<file path="config.mk">
export PLATFORM = sky130hd
export DESIGN_NAME = tcw_front
export DESIGN_NICKNAME = d
export VERILOG_FILES = /design/src/sv/tcw_pkg.sv /design/src/sv/tcw_front.sv
export SDC_FILE = /design/constraint.sdc
export NUM_CORES = 1
export LEC_CHECK = 0
export BUFFER_PORTS_ARGS = -buffer_cell sky130_fd_sc_hd__buf_2
export CORE_AREA = 2 2 39 41
export DETAILED_ROUTE_END_ITERATION = 8
export DIE_AREA = 0 0 41 43
export PLACE_DENSITY = 0.75
export REMOVE_ABC_BUFFERS = 1
export SLEW_MARGIN = 20
export SYNTH_ARGS = -nofsm -noshare
export SYNTH_HDL_FRONTEND = slang
export SYNTH_SLANG_ARGS = --single-unit
</file>
<file path="constraint.sdc">
create_clock -name vclk -period 1.2
set_clock_uncertainty 0.05 [all_clocks]
set_input_delay 0.12 -clock vclk [all_inputs]
set_output_delay 0.12 -clock vclk [all_outputs]
set_load 0.005 [all_outputs]
</file>
<file path="src/sv/tcw_pkg.sv">
`default_nettype none

package tcw_pkg;

  // Default geometry
  localparam int ROW_COUNT_DEF    = 25;
  localparam int COLUMN_COUNT_DEF = 80;

  // Field widths
  localparam int CMD_W  = 2;
  localparam int CHAR_W = 8;
  localparam int ATTR_W = 8;
  localparam int POS_W  = 11;

  localparam logic [CHAR_W-1:0] SPACE_CODE   = 8'h20;
  localparam logic [CHAR_W-1:0] NEWLINE_CODE = 8'h0a;
  localparam logic [ATTR_W-1:0] RESET_ATTR   = 8'h0f;

  // Command codes on the input stream
  localparam logic [CMD_W-1:0] CMD_PUT    = 2'd0;
  localparam logic [CMD_W-1:0] CMD_CLEAR  = 2'd1;
  localparam logic [CMD_W-1:0] CMD_READ   = 2'd2;
  localparam logic [CMD_W-1:0] CMD_SETCUR = 2'd3;

  localparam int QUEUE_DEPTH = 2;

  // Classified operation handed from the front to the back
  typedef enum logic [2:0] {
    OP_PUT,
    OP_NEWLINE,
    OP_CLEAR,
    OP_READ,
    OP_READ_MISS,
    OP_SETCUR
  } op_t;

  typedef struct packed {
    op_t               op;
    logic [CHAR_W-1:0] char_code;
    logic [POS_W-1:0]  pos;        // read index or saturated cursor
  } cmd_t;

  typedef struct packed {
    logic              scrolled;
    logic [ATTR_W-1:0] cell_attr;
    logic [CHAR_W-1:0] cell_char;
    logic [POS_W-1:0]  cursor;
  } result_t;

endpackage

`default_nettype wire

</file>
<file path="src/sv/tcw_front.sv">
`default_nettype none

module tcw_front #(
  parameter int CELL_COUNT = tcw_pkg::ROW_COUNT_DEF * tcw_pkg::COLUMN_COUNT_DEF
) (
  input  wire logic                     s_tvalid,
  output logic                          s_tready,
  input  wire logic [31:0]              s_tdata,
  input  wire logic [tcw_pkg::CMD_W-1:0] s_tuser,
  input  wire logic                     init_busy,
  input  wire logic                     q_full,
  output logic                          push,
  output tcw_pkg::cmd_t                 push_cmd
);

  localparam logic [31:0] CELL_LIM  = 32'(CELL_COUNT);
  localparam logic [31:0] LAST_CELL = 32'(CELL_COUNT - 1);

  logic [tcw_pkg::CHAR_W-1:0] char_code;
  logic [tcw_pkg::POS_W-1:0]  cell_index;
  logic [tcw_pkg::POS_W-1:0]  new_cursor;
  logic                       in_range;
  logic [tcw_pkg::POS_W-1:0]  sat_cursor;

  assign char_code  = s_tdata[7:0];
  assign cell_index = s_tdata[18:8];
  assign new_cursor = s_tdata[29:19];

  assign in_range   = 32'(cell_index) < CELL_LIM;
  assign sat_cursor = (32'(new_cursor) > LAST_CELL) ? tcw_pkg::POS_W'(LAST_CELL) : new_cursor;

  // Hold off input during the power-up sweep or when the queue is full
  assign s_tready = !init_busy && !q_full;
  assign push     = s_tvalid && s_tready;

  always_comb begin
    push_cmd.char_code = char_code;
    push_cmd.pos       = cell_index;
    push_cmd.op        = tcw_pkg::OP_PUT;
    unique case (s_tuser)
      tcw_pkg::CMD_PUT: begin
        push_cmd.op = (char_code == tcw_pkg::NEWLINE_CODE) ? tcw_pkg::OP_NEWLINE
                                                          : tcw_pkg::OP_PUT;
      end
      tcw_pkg::CMD_CLEAR: begin
        push_cmd.op = tcw_pkg::OP_CLEAR;
      end
      tcw_pkg::CMD_READ: begin
        push_cmd.op = in_range ? tcw_pkg::OP_READ : tcw_pkg::OP_READ_MISS;
      end
      tcw_pkg::CMD_SETCUR: begin
        push_cmd.op  = tcw_pkg::OP_SETCUR;
        push_cmd.pos = sat_cursor;
      end
      default: begin
        push_cmd.op = tcw_pkg::OP_PUT;
      end
    endcase
  end

endmodule

`default_nettype wire

</file>
==> metrics.cfg <==
[synth]
synth-seq-area-share_pct=0
yosys_warnings=0
syn_area_per_cell_um2=5.16
ys_types=18
synth_area_leaders=nand2_1, buf_4, nor2_1, a21oi_1, and2_1
syn_inst=64
synth.cell_area_um2=330
synth_top_area_cell=nand2_1
yosysTopAreaCellShare_pct=23.9

[route]
drc=0
vias=606
vias_per_cell=4.66
totalWireLength_um=1280
wl_per_cell_um=9.83
dr.pass1.iters=4
drtIter0Drc=6
ant_nets=0

[sta]
max_freq_mhz=870
maxSlewHeadroom_pct=76.3
worst_slew_pin_slew_ns=0.355
period_minus_slack_ns=1.15
setup_viol=0
timing.final.ws_setup_ns=0.0507
drv_slew=0
finalCritPeriodShare_pct=95.8
final_hold_viol_count=0
fin_hold_ws_ns=0.369

[critical_path]
crit_fanout=4
required_ns=1.03
path_buf_inv=2
end_kind=output port
crit_chain=buf_2, nand3_2, or3_4, a21oi_2, buf_2
cp-start-kind=input pin
arrival_ns=0.98
critPathMaxStageDelay_ns=0.43
worstSetupPathType=in2out
crit_path_frequent_cell=buf_2
cp_top_family=simple AND/OR/NAND/NOR gates
cp_slowest_cell=or3_4

[die]
die_y_um=43
coreArea_mm2=0.00138
rows=14
start_util_pct=23.9
fp.dieArea_mm2=0.00176
die_w_um=41
num_io_pins=61

[placement]
io_buffers=59
detailedPlace.worstSlack_ns=0.0348
post-dp-hpwl_um=1080
place_congestion=0.691
post-place-cells=129

[global_route]
antenna_found_initial=0
grt_first_pass_wirelength_um=1590
grt_max_degree=12
grt_pass1_vias=435
grt_overflow_total=0
track_usage_pct=12.0

[layout]
seq_cells=0
fin_nets=153
fin_cells=130
syn_to_final_growth_pct=84.8
num-fill-cells=167
regArea_um2=0
clock_buffers=0
drive_above_1_share_pct=58.8
n_antenna_cell=0

[power_and_ir_drop]
fin_total_pwr_w=0.000199
leakagePower_nw=0.361
vdd_ir_drop_max_v=0.0000912
pwr_density_cell_mw_per_mm2=326

[min_path]
hp-start=s_tdata[2]
worstHoldPathCells=2
min_to=push_cmd[13]
min_path_type=in2out

[run_status]
status=complete, no violations

[job]
cap_violations=0

==> what timing repair did <==
action,4_1_cts,5_1_grt
buffers inserted,0,1
hold buffers,0,0
setup endpoints to repair,0,6
resized for setup,0,7
==> metrics by stage <==
stage	util [%]	area (um^2)	TNS [ns]
floorplan	-	258	0
global placement	41.4	573	0
detailed placement	41.4	573	0
CTS	41.4	573	0
global route	44.1	611	-0.00252
finish	44.1	611	0
==> metal layers <==
metal	track usage [%]	up-vias	wire length (um)
met1	13.3	256	447
met3	0	2	176
met5	0	-	0
met4	0	0	13
met2	24.4	42	640
li1	-	306	-
==> layout make-up <==
type	instances	area, um^2	area share [%]
multi-input combinational	54	275	45.1
tap	16	20.0	3.28
timing repair buffer	60	315	51.6
==> worst max path at each step <==
stage	cells past startpoint	from	slack [ns]	endpoint
after floorplan	3	s_tdata[25]	0.30	push_cmd[0]
after global placement	5	s_tuser[0]	0.02	push_cmd[4]
after detailed placement	5	s_tuser[1]	0.03	push_cmd[4]
after CTS	5	s_tuser[1]	0.03	push_cmd[4]
after global routing	5	s_tdata[25]	-0.003	push_cmd[1]
final	5	s_tdata[25]	0.05	push_cmd[1]
==> Yosys cell counts, drive strengths merged <==
| library cell | number |
|---|---|
| nand2b | 2 |
| buf | 10 |
| o31ai | 1 |
| nor2 | 12 |
| nand2 | 22 |
| o211ai | 1 |
| a21oi | 4 |
| nand4b | 1 |
| and2 | 2 |
| o21a | 1 |
| nand3 | 2 |
| nor4b | 1 |
| or3 | 1 |
| nor4 | 1 |
| o21ai | 3 |
==> layout by cell type, fill, tap and decap left out <==
master / instances
nor4b_1: 1
a21oi_2: 3
o211ai_1: 1
nand4b_1: 1
nand3_1: 1
o21ai_0: 2
and2_1: 1
nand2_1: 21
nand2_2: 1
nor2_1: 12
or3_4: 1
nor4_1: 1
nand3_2: 1
o31ai_1: 1
buf_6: 2
o21ai_1: 1
and2_2: 1
nand2b_1: 2
buf_2: 57
buf_4: 1
a21oi_1: 1
o21a_1: 1
==> power by group <==
part           switching [W]  internal (W)  leakage, nW  total, W
clock                      0             0            0         0
sequential                 0             0            0         0
combinational      0.0000907      0.000108        0.361  0.000199
==> logic make-up (layout without fill, tap and decap cells) <==
kind of cell	Yosys count	count (layout)	share of synthesized area, %
buffers and inverters	10	60	22.0
and+or+nand+nor	44	44	60.6
AOI/OAI and AO/OA	10	10	17.4
(Power assumes the default switching activity.)
