### src/sv/tcw_pkg.sv
`default_nettype none

package tcw_pkg;

  // Default geometry
  localparam int ROW_COUNT_DEF    = 25;
  localparam int COLUMN_COUNT_DEF = 80;

  // Field widths
  localparam int CMD_W  = 2;
  localparam int CHAR_W = 8;
  localparam int ATTR_W = 8;
  localparam int POS_W  = 11;

  localparam logic [CHAR_W-1:0] SPACE_CODE   = 8'h20;
  localparam logic [CHAR_W-1:0] NEWLINE_CODE = 8'h0a;
  localparam logic [ATTR_W-1:0] RESET_ATTR   = 8'h0f;

  // Command codes on the input stream
  localparam logic [CMD_W-1:0] CMD_PUT    = 2'd0;
  localparam logic [CMD_W-1:0] CMD_CLEAR  = 2'd1;
  localparam logic [CMD_W-1:0] CMD_READ   = 2'd2;
  localparam logic [CMD_W-1:0] CMD_SETCUR = 2'd3;

  localparam int QUEUE_DEPTH = 2;

  // Classified operation handed from the front to the back
  typedef enum logic [2:0] {
    OP_PUT,
    OP_NEWLINE,
    OP_CLEAR,
    OP_READ,
    OP_READ_MISS,
    OP_SETCUR
  } op_t;

  typedef struct packed {
    op_t               op;
    logic [CHAR_W-1:0] char_code;
    logic [POS_W-1:0]  pos;        // read index or saturated cursor
  } cmd_t;

  typedef struct packed {
    logic              scrolled;
    logic [ATTR_W-1:0] cell_attr;
    logic [CHAR_W-1:0] cell_char;
    logic [POS_W-1:0]  cursor;
  } result_t;

endpackage

`default_nettype wire

### src/sv/tcw_queue.sv
`default_nettype none

module tcw_queue (
  input  wire logic          clk,
  input  wire logic          rst,
  input  wire logic          push,
  input  tcw_pkg::cmd_t      push_data,
  output logic               full,
  input  wire logic          pop,
  output logic               valid,
  output tcw_pkg::cmd_t      pop_data
);

  localparam int DEPTH = tcw_pkg::QUEUE_DEPTH;
  localparam int PTR_W = $clog2(DEPTH);
  localparam int CNT_W = $clog2(DEPTH + 1);
  localparam logic [PTR_W-1:0] LAST_SLOT = PTR_W'(DEPTH - 1);

  tcw_pkg::cmd_t    slots [DEPTH];
  logic [PTR_W-1:0] wr_ptr;
  logic [PTR_W-1:0] rd_ptr;
  logic [CNT_W-1:0] count;

  assign full     = count == CNT_W'(DEPTH);
  assign valid    = count != '0;
  assign pop_data = slots[rd_ptr];

  always_ff @(posedge clk) begin
    if (push) begin
      slots[wr_ptr] <= push_data;
    end
  end

  always_ff @(posedge clk) begin
    if (rst) begin
      wr_ptr <= '0;
      rd_ptr <= '0;
      count  <= '0;
    end else begin
      if (push) begin
        wr_ptr <= (wr_ptr == LAST_SLOT) ? '0 : wr_ptr + 1'b1;
      end
      if (pop) begin
        rd_ptr <= (rd_ptr == LAST_SLOT) ? '0 : rd_ptr + 1'b1;
      end
      if (push && !pop) begin
        count <= count + 1'b1;
      end else if (pop && !push) begin
        count <= count - 1'b1;
      end
    end
  end

endmodule

`default_nettype wire

### config.mk
export PLATFORM = sky130hd
export DESIGN_NAME = tcw_queue
export DESIGN_NICKNAME = d
export VERILOG_FILES = /design/src/sv/tcw_pkg.sv /design/src/sv/tcw_queue.sv
export SDC_FILE = /design/constraint.sdc
export NUM_CORES = 1
export LEC_CHECK = 0
export BUFFER_PORTS_ARGS = -buffer_cell sky130_fd_sc_hd__buf_4
export CELL_PAD_IN_SITES_DETAIL_PLACEMENT = 0
export CELL_PAD_IN_SITES_GLOBAL_PLACEMENT = 2
export CORE_MARGIN = 4
export CORE_UTILIZATION = 36
export DETAILED_ROUTE_END_ITERATION = 8
export GPL_TIMING_DRIVEN = 1
export PLACE_DENSITY = 0.78
export SKIP_LAST_GASP = 1
export SLEW_MARGIN = 20
export SYNTH_ARGS = -nofsm -noshare
export SYNTH_HDL_FRONTEND = slang
export SYNTH_SLANG_ARGS = --single-unit
### constraint.sdc
create_clock -name clk -period 2.1 [get_ports clk]
set_input_delay 0.21 -clock clk [delete_from_list [all_inputs] [get_ports clk]]
set_output_delay 0.21 -clock clk [all_outputs]
set_load 0.02 [all_outputs]
==> results.md, run 1 <==
- Status: completed
- Final Hold Viols: 0
- Most used cell along the critical path: buf_4
- Core ar.: 4755 sq um
- Grt ovf: 0
- Clock buffer depth: 2
- Cell variety after synth: 16
- Share of cells above drive strength 1: 57.72%
- R2R Setup Slk: 0.96 ns
- Sequential share of the synthesized area: 79.44%
- Syn_nets: 117
- Row cnt: 25
- Lkg Pwr: 0.9178 nW
- Metal3 WL: 170 microns
- Yosys top cell by area: edfxtp_1
- Iteration-0 DRC Markers: 26
- Post-Synthesis Cells: 90
- H-tree depth: 2
- Hold Path Depth: 1
- Pre-antenna DRT Iters: 2
- Final instance area: 2397 sq um
- Setup bufs post-CTS: 0
- Final worst-path cycle share: 74.71%
- RSZ-0062 raised after global routing: false
- Die ar.: 6162 sq um
- Clk root buf: clkbuf_8
- Worst slew margin relative to its limit: 78.37%
- Worst Setup Start Kind: register
- Setup TNS: 0 ns
- Top-area cell type share of the netlist area: 73.85%
- Internal power: 1.772 mW
- Required @ worst endpoint: 1.89 ns
- Net Sw Frac: 21.46%
- Post-cts sizing count: 0
- Hold WS: 0.09125 ns
- Port Buf Inserts: 49
- CTS buffer count: 5
- Chip width: 78.50 microns
- CTS tree: done
- Mean Syn Cell Area: 19.88 sq um
- # clock sinks: 49
- Most frequent cells in the layout: buf_4, edfxtp_1, mux2_2
- PwrDens: 941.2 nW/um^2
- Vias: 971
- Die Y: 78.50 microns
- Met1 Wirelength: 1189 microns
- CTS Hold Bufs: 0
- GR Util All Layers: 10.38%
- Area grow syn2layout: 33.99%
- Hpwl dp: 2107 microns
- Peak VDD IR: 0.0004437 V
- N_diodes: 0
- Post-Place Cell Area: 2263 sq um
- Vias in the first global route: 1011
- HP Start: push_data[8]
- RePlAce Congestion: 0.6494
- Max incr delay on CP: 0.36 ns
- Least-Margin Pin Slew: 0.3244 ns
- Fin crit period: 1.569 ns
- Switching power: 0.4842 mW
- Hold Path Class: input port to register
- Critical Path AT: 1.36 ns
- Seq cells post-synth: 49
- Nets: 175
- Multi-input combinational cell area: 356.6 sq um
- Final setup fails: 0
- R2R cell count: 2
- DRC: 0
- Initial antenna violation count: 0
- Vias per inst: 4.495
- Total of max-cap violations: 0
- Slowest cell on the critical path: mux2_2
- Worst r2r dst: slots[1][12]
- CP max FO: 12
- Post-route antenna net violation count: 0
- Skew final: 0.006653 ns
- Worst-path clk slew: 0.09 ns
- Clock network fraction of total power: 34.0%
- Final wirelength: 3075 microns
- Worst skew pair latency: 0.30 ns
- CP Cell Sequence: buf_4 > mux2_2 > buf_4
- Slew Limit Fails: 0
- Hold Path End: slots[1][8]
- FMAX: 637.4 MHz
- Fillers: 422
- Commonest non-fill, non-tap cell in the layout: buf_4
- WL met2: 1646 microns
- Seq pwr share: 51.0%
- I/O pin count: 50
- Yosys warns: 0
- Global-route wire length before repair: 4712 microns
- Combinational group share of total power: 15.1%
- Synthesized cell area: 1789 sq um
- Area contributors post-synth: edfxtp_1, mux2_2, dfxtp_1
- Pin count of the biggest net entering global routing: 23
- Wire per inst: 14.24 microns
- RR Startpoint: wr_ptr
- Nature of the critical path endpoint: output port
- Initial Utilization: 37.63%
- Worst setup path class: register to output port
- Register area: 1421 sq um
- Top Metal Used: met4
[state kept, by name, indices dropped and copies added, names as in the netlist, named ones only]
register / cells
slots: 44
count: 2
rd_ptr: 1
wr_ptr: 1
[worst max path at each step]
| stage | start | to | slack, ns | cells after the start |
|---|---|---|---|---|
| CTS | register | pop_data[19] | 0.50 | 3 |
| global placement | register | pop_data[20] | 0.86 | 3 |
| detailed placement | register | pop_data[20] | 0.84 | 3 |
| finish | register | pop_data[19] | 0.53 | 3 |
| global route | register | pop_data[20] | 0.46 | 3 |
| floorplan | wr_ptr | slots[0][0] | 0.37 | 1 |
[synth_stat cells, drive strengths merged]
cell,n
a21oi,1
and2,1
and2b,1
buf,2
dfxtp,5
edfxtp,44
ha,1
inv,1
mux2,22
nor2,4
nor2b,1
o21ai,1
or2,1
or3,1
xnor2,2
xor2,2
[worst max-delay path: cells and delay by family, from the launching register on]
kind | cells | cell delay, ns
muxes | 1 | 0.36
buffers and inverters | 2 | 0.37
DFF | 1 | 0.34
[final cells by class]
type | count | area share [%]
flip-flops and latches | 49 | 59.29
clock buffers | 5 | 2.871
repair buffers | 53 | 16.60
clock inverters | 3 | 2.714
inverters | 1 | 0.1566
multi-input cells | 38 | 14.87
well taps | 67 | 3.497
[power by group through the flow]
stage          Sequential, mW  Combinational [mW]  Clock [mW]
2_1_floorplan            1.17               0.189           0
3_3_place_gp             1.17               0.340           0
3_5_place_dp             1.17               0.346           0
4_1_cts                  1.15               0.348       0.791
5_1_grt                  1.16               0.365       0.823
6_report                 1.15               0.340       0.767
[stage by stage]
| step | total power [mW] | std cells | utilization (%) | setup slack [ns] |
|---|---|---|---|---|
| after CTS | 2.290 | 216 | 50.42 | 0.5008 |
| after floorplan | 1.358 | 90 | - | 0.3684 |
| after detailed placement | 1.519 | 208 | 47.61 | 0.8395 |
| after global routing | 2.344 | 216 | 50.42 | 0.4635 |
| final | 2.256 | 216 | 50.42 | 0.5312 |
| after global placement | 1.510 | 208 | 47.61 | 0.8581 |
[logic make-up (layout without fill, tap and decap cells)]
group / Yosys count / count (layout) / synth area share, %
compound gates: 2 / 2 / 0.5589
xor+xnor: 4 / 4 / 1.958
fa+ha+maj: 1 / 1 / 0.6992
buf+inv: 3 / 62 / 0.7691
flops: 49 / 49 / 79.44
mux: 22 / 22 / 13.85
simple gates: 9 / 9 / 2.728
[metal layers]
layer  track usage [%]  vias up
li1                  -      452
met1             10.57      481
met2             18.68       30
met3             2.867        8
met4             6.294        0
met5                 0        -
Note: power is estimated with default switching activity, not from simulation.
==> run 2: changes to the inputs <==
Clock period 2.1 ns to 1.61 ns, I/O delays scaled along.
==> results.md, run 2 (synthesis gave the netlist of run 1 again) <==
- Status: completed (unchanged)
- Initial antenna violation count: 0 (unchanged)
- Most frequent cells in the layout: buf_4, edfxtp_1, mux2_2 (unchanged)
- H-tree depth: 2 (unchanged)
- Worst slew margin relative to its limit: 76.05% (was 78.37%)
- CP max FO: 12 (unchanged)
- Pin count of the biggest net entering global routing: 15 (was 23)
- Pre-antenna DRT Iters: 4 (was 2)
- Fin crit period: 1.514 ns
- Final worst-path cycle share: 94.01%
- Peak VDD IR: 0.0006681 V (was 0.0004437 V)
- FMAX: 660.7 MHz
- # clock sinks: 49 (unchanged)
- Chip width: 78.50 microns (unchanged)
- Nature of the critical path endpoint: output port (unchanged)
- Post-route antenna net violation count: 0 (unchanged)
- CTS tree: done (unchanged)
- Largest register by flop count: slots (unchanged)
- Initial Utilization: 37.63% (unchanged)
- Total of max-cap violations: 0 (unchanged)
- Die ar.: 6162 sq um (unchanged)
- Regs by FF count: slots (44), count (2) (unchanged)
- Hpwl dp: 2320 microns (was 2107 microns)
- HP Start: push_data[7] (was push_data[8])
- RR Startpoint: wr_ptr (unchanged)
- RSZ-0062 raised after global routing: false (unchanged)
- Final wirelength: 3105 microns (was 3075 microns)
- Core ar.: 4755 sq um (unchanged)
- Setup ws final: 0.09640 ns (was 0.5312 ns)
- Multi-input combinational cell area: 356.6 sq um (unchanged)
- Post-placement worst setup slack: 0.3509 ns (was 0.8395 ns)
- Max FFs per register: 44 (unchanged)
- Share of cells above drive strength 1: 58.00% (was 57.72%)
- R2R Setup Slk: 0.36 ns (was 0.96 ns)
- CTS Hold Bufs: 0 (unchanged)
- Lkg Pwr: 0.9139 nW (was 0.9178 nW)
- Final Hold Viols: 0 (unchanged)
- Nets: 177 (was 175)
- Global-route wire length before repair: 4968 microns (was 4712 microns)
- Wire per inst: 14.31 microns (was 14.24 microns)
- Hold Path Depth: 1 (unchanged)
- Vias in the first global route: 1041 (was 1011)
- Hold Path Class: input port to register (unchanged)
- Clock buffer depth: 2 (unchanged)
- R2R cell count: 2 (unchanged)
- Fillers: 413 (was 422)
- Worst Setup Start Kind: register (unchanged)
- Least-Margin Pin Slew: 0.3576 ns (was 0.3244 ns)
- Slew Limit Fails: 0 (unchanged)
- N_diodes: 0 (unchanged)
- Worst-path clk slew: 0.08 ns (was 0.09 ns)
- GR Util All Layers: 10.80% (was 10.38%)
- Skew final: 0.005559 ns (was 0.006653 ns)
- I/O pin count: 50 (unchanged)
- Hold Path End: slots[1][7] (was slots[1][8])
- Worst skew pair latency: 0.29 ns (was 0.30 ns)
- Commonest non-fill, non-tap cell in the layout: buf_4 (unchanged)
- CTS buffer count: 5 (unchanged)
- DRC: 0 (unchanged)
- Port Buf Inserts: 49 (unchanged)
- Setup TNS: 0 ns (unchanged)
- Die Y: 78.50 microns (unchanged)
- Final setup fails: 0 (unchanged)
- Vias per inst: 4.488 (was 4.495)
- Grt ovf: 0 (unchanged)
- Worst r2r dst: slots[1][20] (was slots[1][12])
- Critical Path AT: 1.35 ns (was 1.36 ns)
- Vias: 974 (was 971)
- PwrDens: 1161 nW/um^2 (was 941.2 nW/um^2)
- Required @ worst endpoint: 1.45 ns (was 1.89 ns)
- Clk root buf: clkbuf_8 (unchanged)
- Row cnt: 25 (unchanged)
- RePlAce Congestion: 0.7172 (was 0.6494)
- Area grow syn2layout: 33.15% (was 33.99%)
- Iteration-0 DRC Markers: 38 (was 26)
- Worst setup path class: register to output port (unchanged)
- Register area: 1421 sq um (unchanged)
- Setup bufs post-CTS: 0 (unchanged)
- Post-cts sizing count: 0 (unchanged)
## run 2: cell count changes in the layout (fill, tap and decap cells not counted), sizes merged
| cell | before | now |
|---|---|---|
| buf | 53 | 55 |
| bufinv | 2 | 1 |
## run 2: final cells by class
cell class / instances / share of cell area [%]
Clock buffer: 5 / 2.889
Inverter: 1 / 0.1576
Clock inverter: 2 / 1.471
Multi-Input combinational cell: 38 / 14.97
Tap cell: 67 / 3.519
Timing Repair Buffer: 55 / 17.33
Sequential cell: 49 / 59.66
## run 2: worst max-delay path by stage
stage	startpoint	end	slack, ns	depth (start not counted)
final	register	pop_data[15]	0.1	3
after global routing	register	pop_data[15]	0.02	3
after CTS	register	pop_data[15]	0.07	3
after detailed placement	wr_ptr	slots[1][7]	0.35	2
after global placement	wr_ptr	slots[1][9]	0.40	2
after floorplan	wr_ptr	slots[1][0]	0.28	1
## run 2: routing by layer
metal	GRT usage [%]	share of wire, %
met2	19.10	52
met4	3.147	1.2
met1	11.63	41
met3	4.702	5.7
met5	0	0
## run 2: power by group
part           switching (mW)  internal (mW)  total (mW)
clock network           0.365          0.451       0.817
logic                   0.223          0.223       0.447
registers              0.0258           1.48        1.50
total                   0.614           2.15        2.76
## run 2: worst max-delay path, cell delays in order (launching register included)
cell and delay (ns):
dfxtp_1 0.33, buf_4 0.21, mux2_2 0.36, buf_4 0.16
## run 2: stage by stage
step,power [mW],instance area [sq um],hold slack (ns),util [%],std cells
4_1_cts,2.801,2382,0.04048,50.11,217
6_report,2.765,2382,0.04977,50.11,217
5_1_grt,2.898,2382,0.01991,50.11,217
3_5_place_dp,1.988,2278,0.3505,47.92,210
2_1_floorplan,1.772,1792,0.2301,-,90
3_3_place_gp,1.972,2278,0.3482,47.92,210
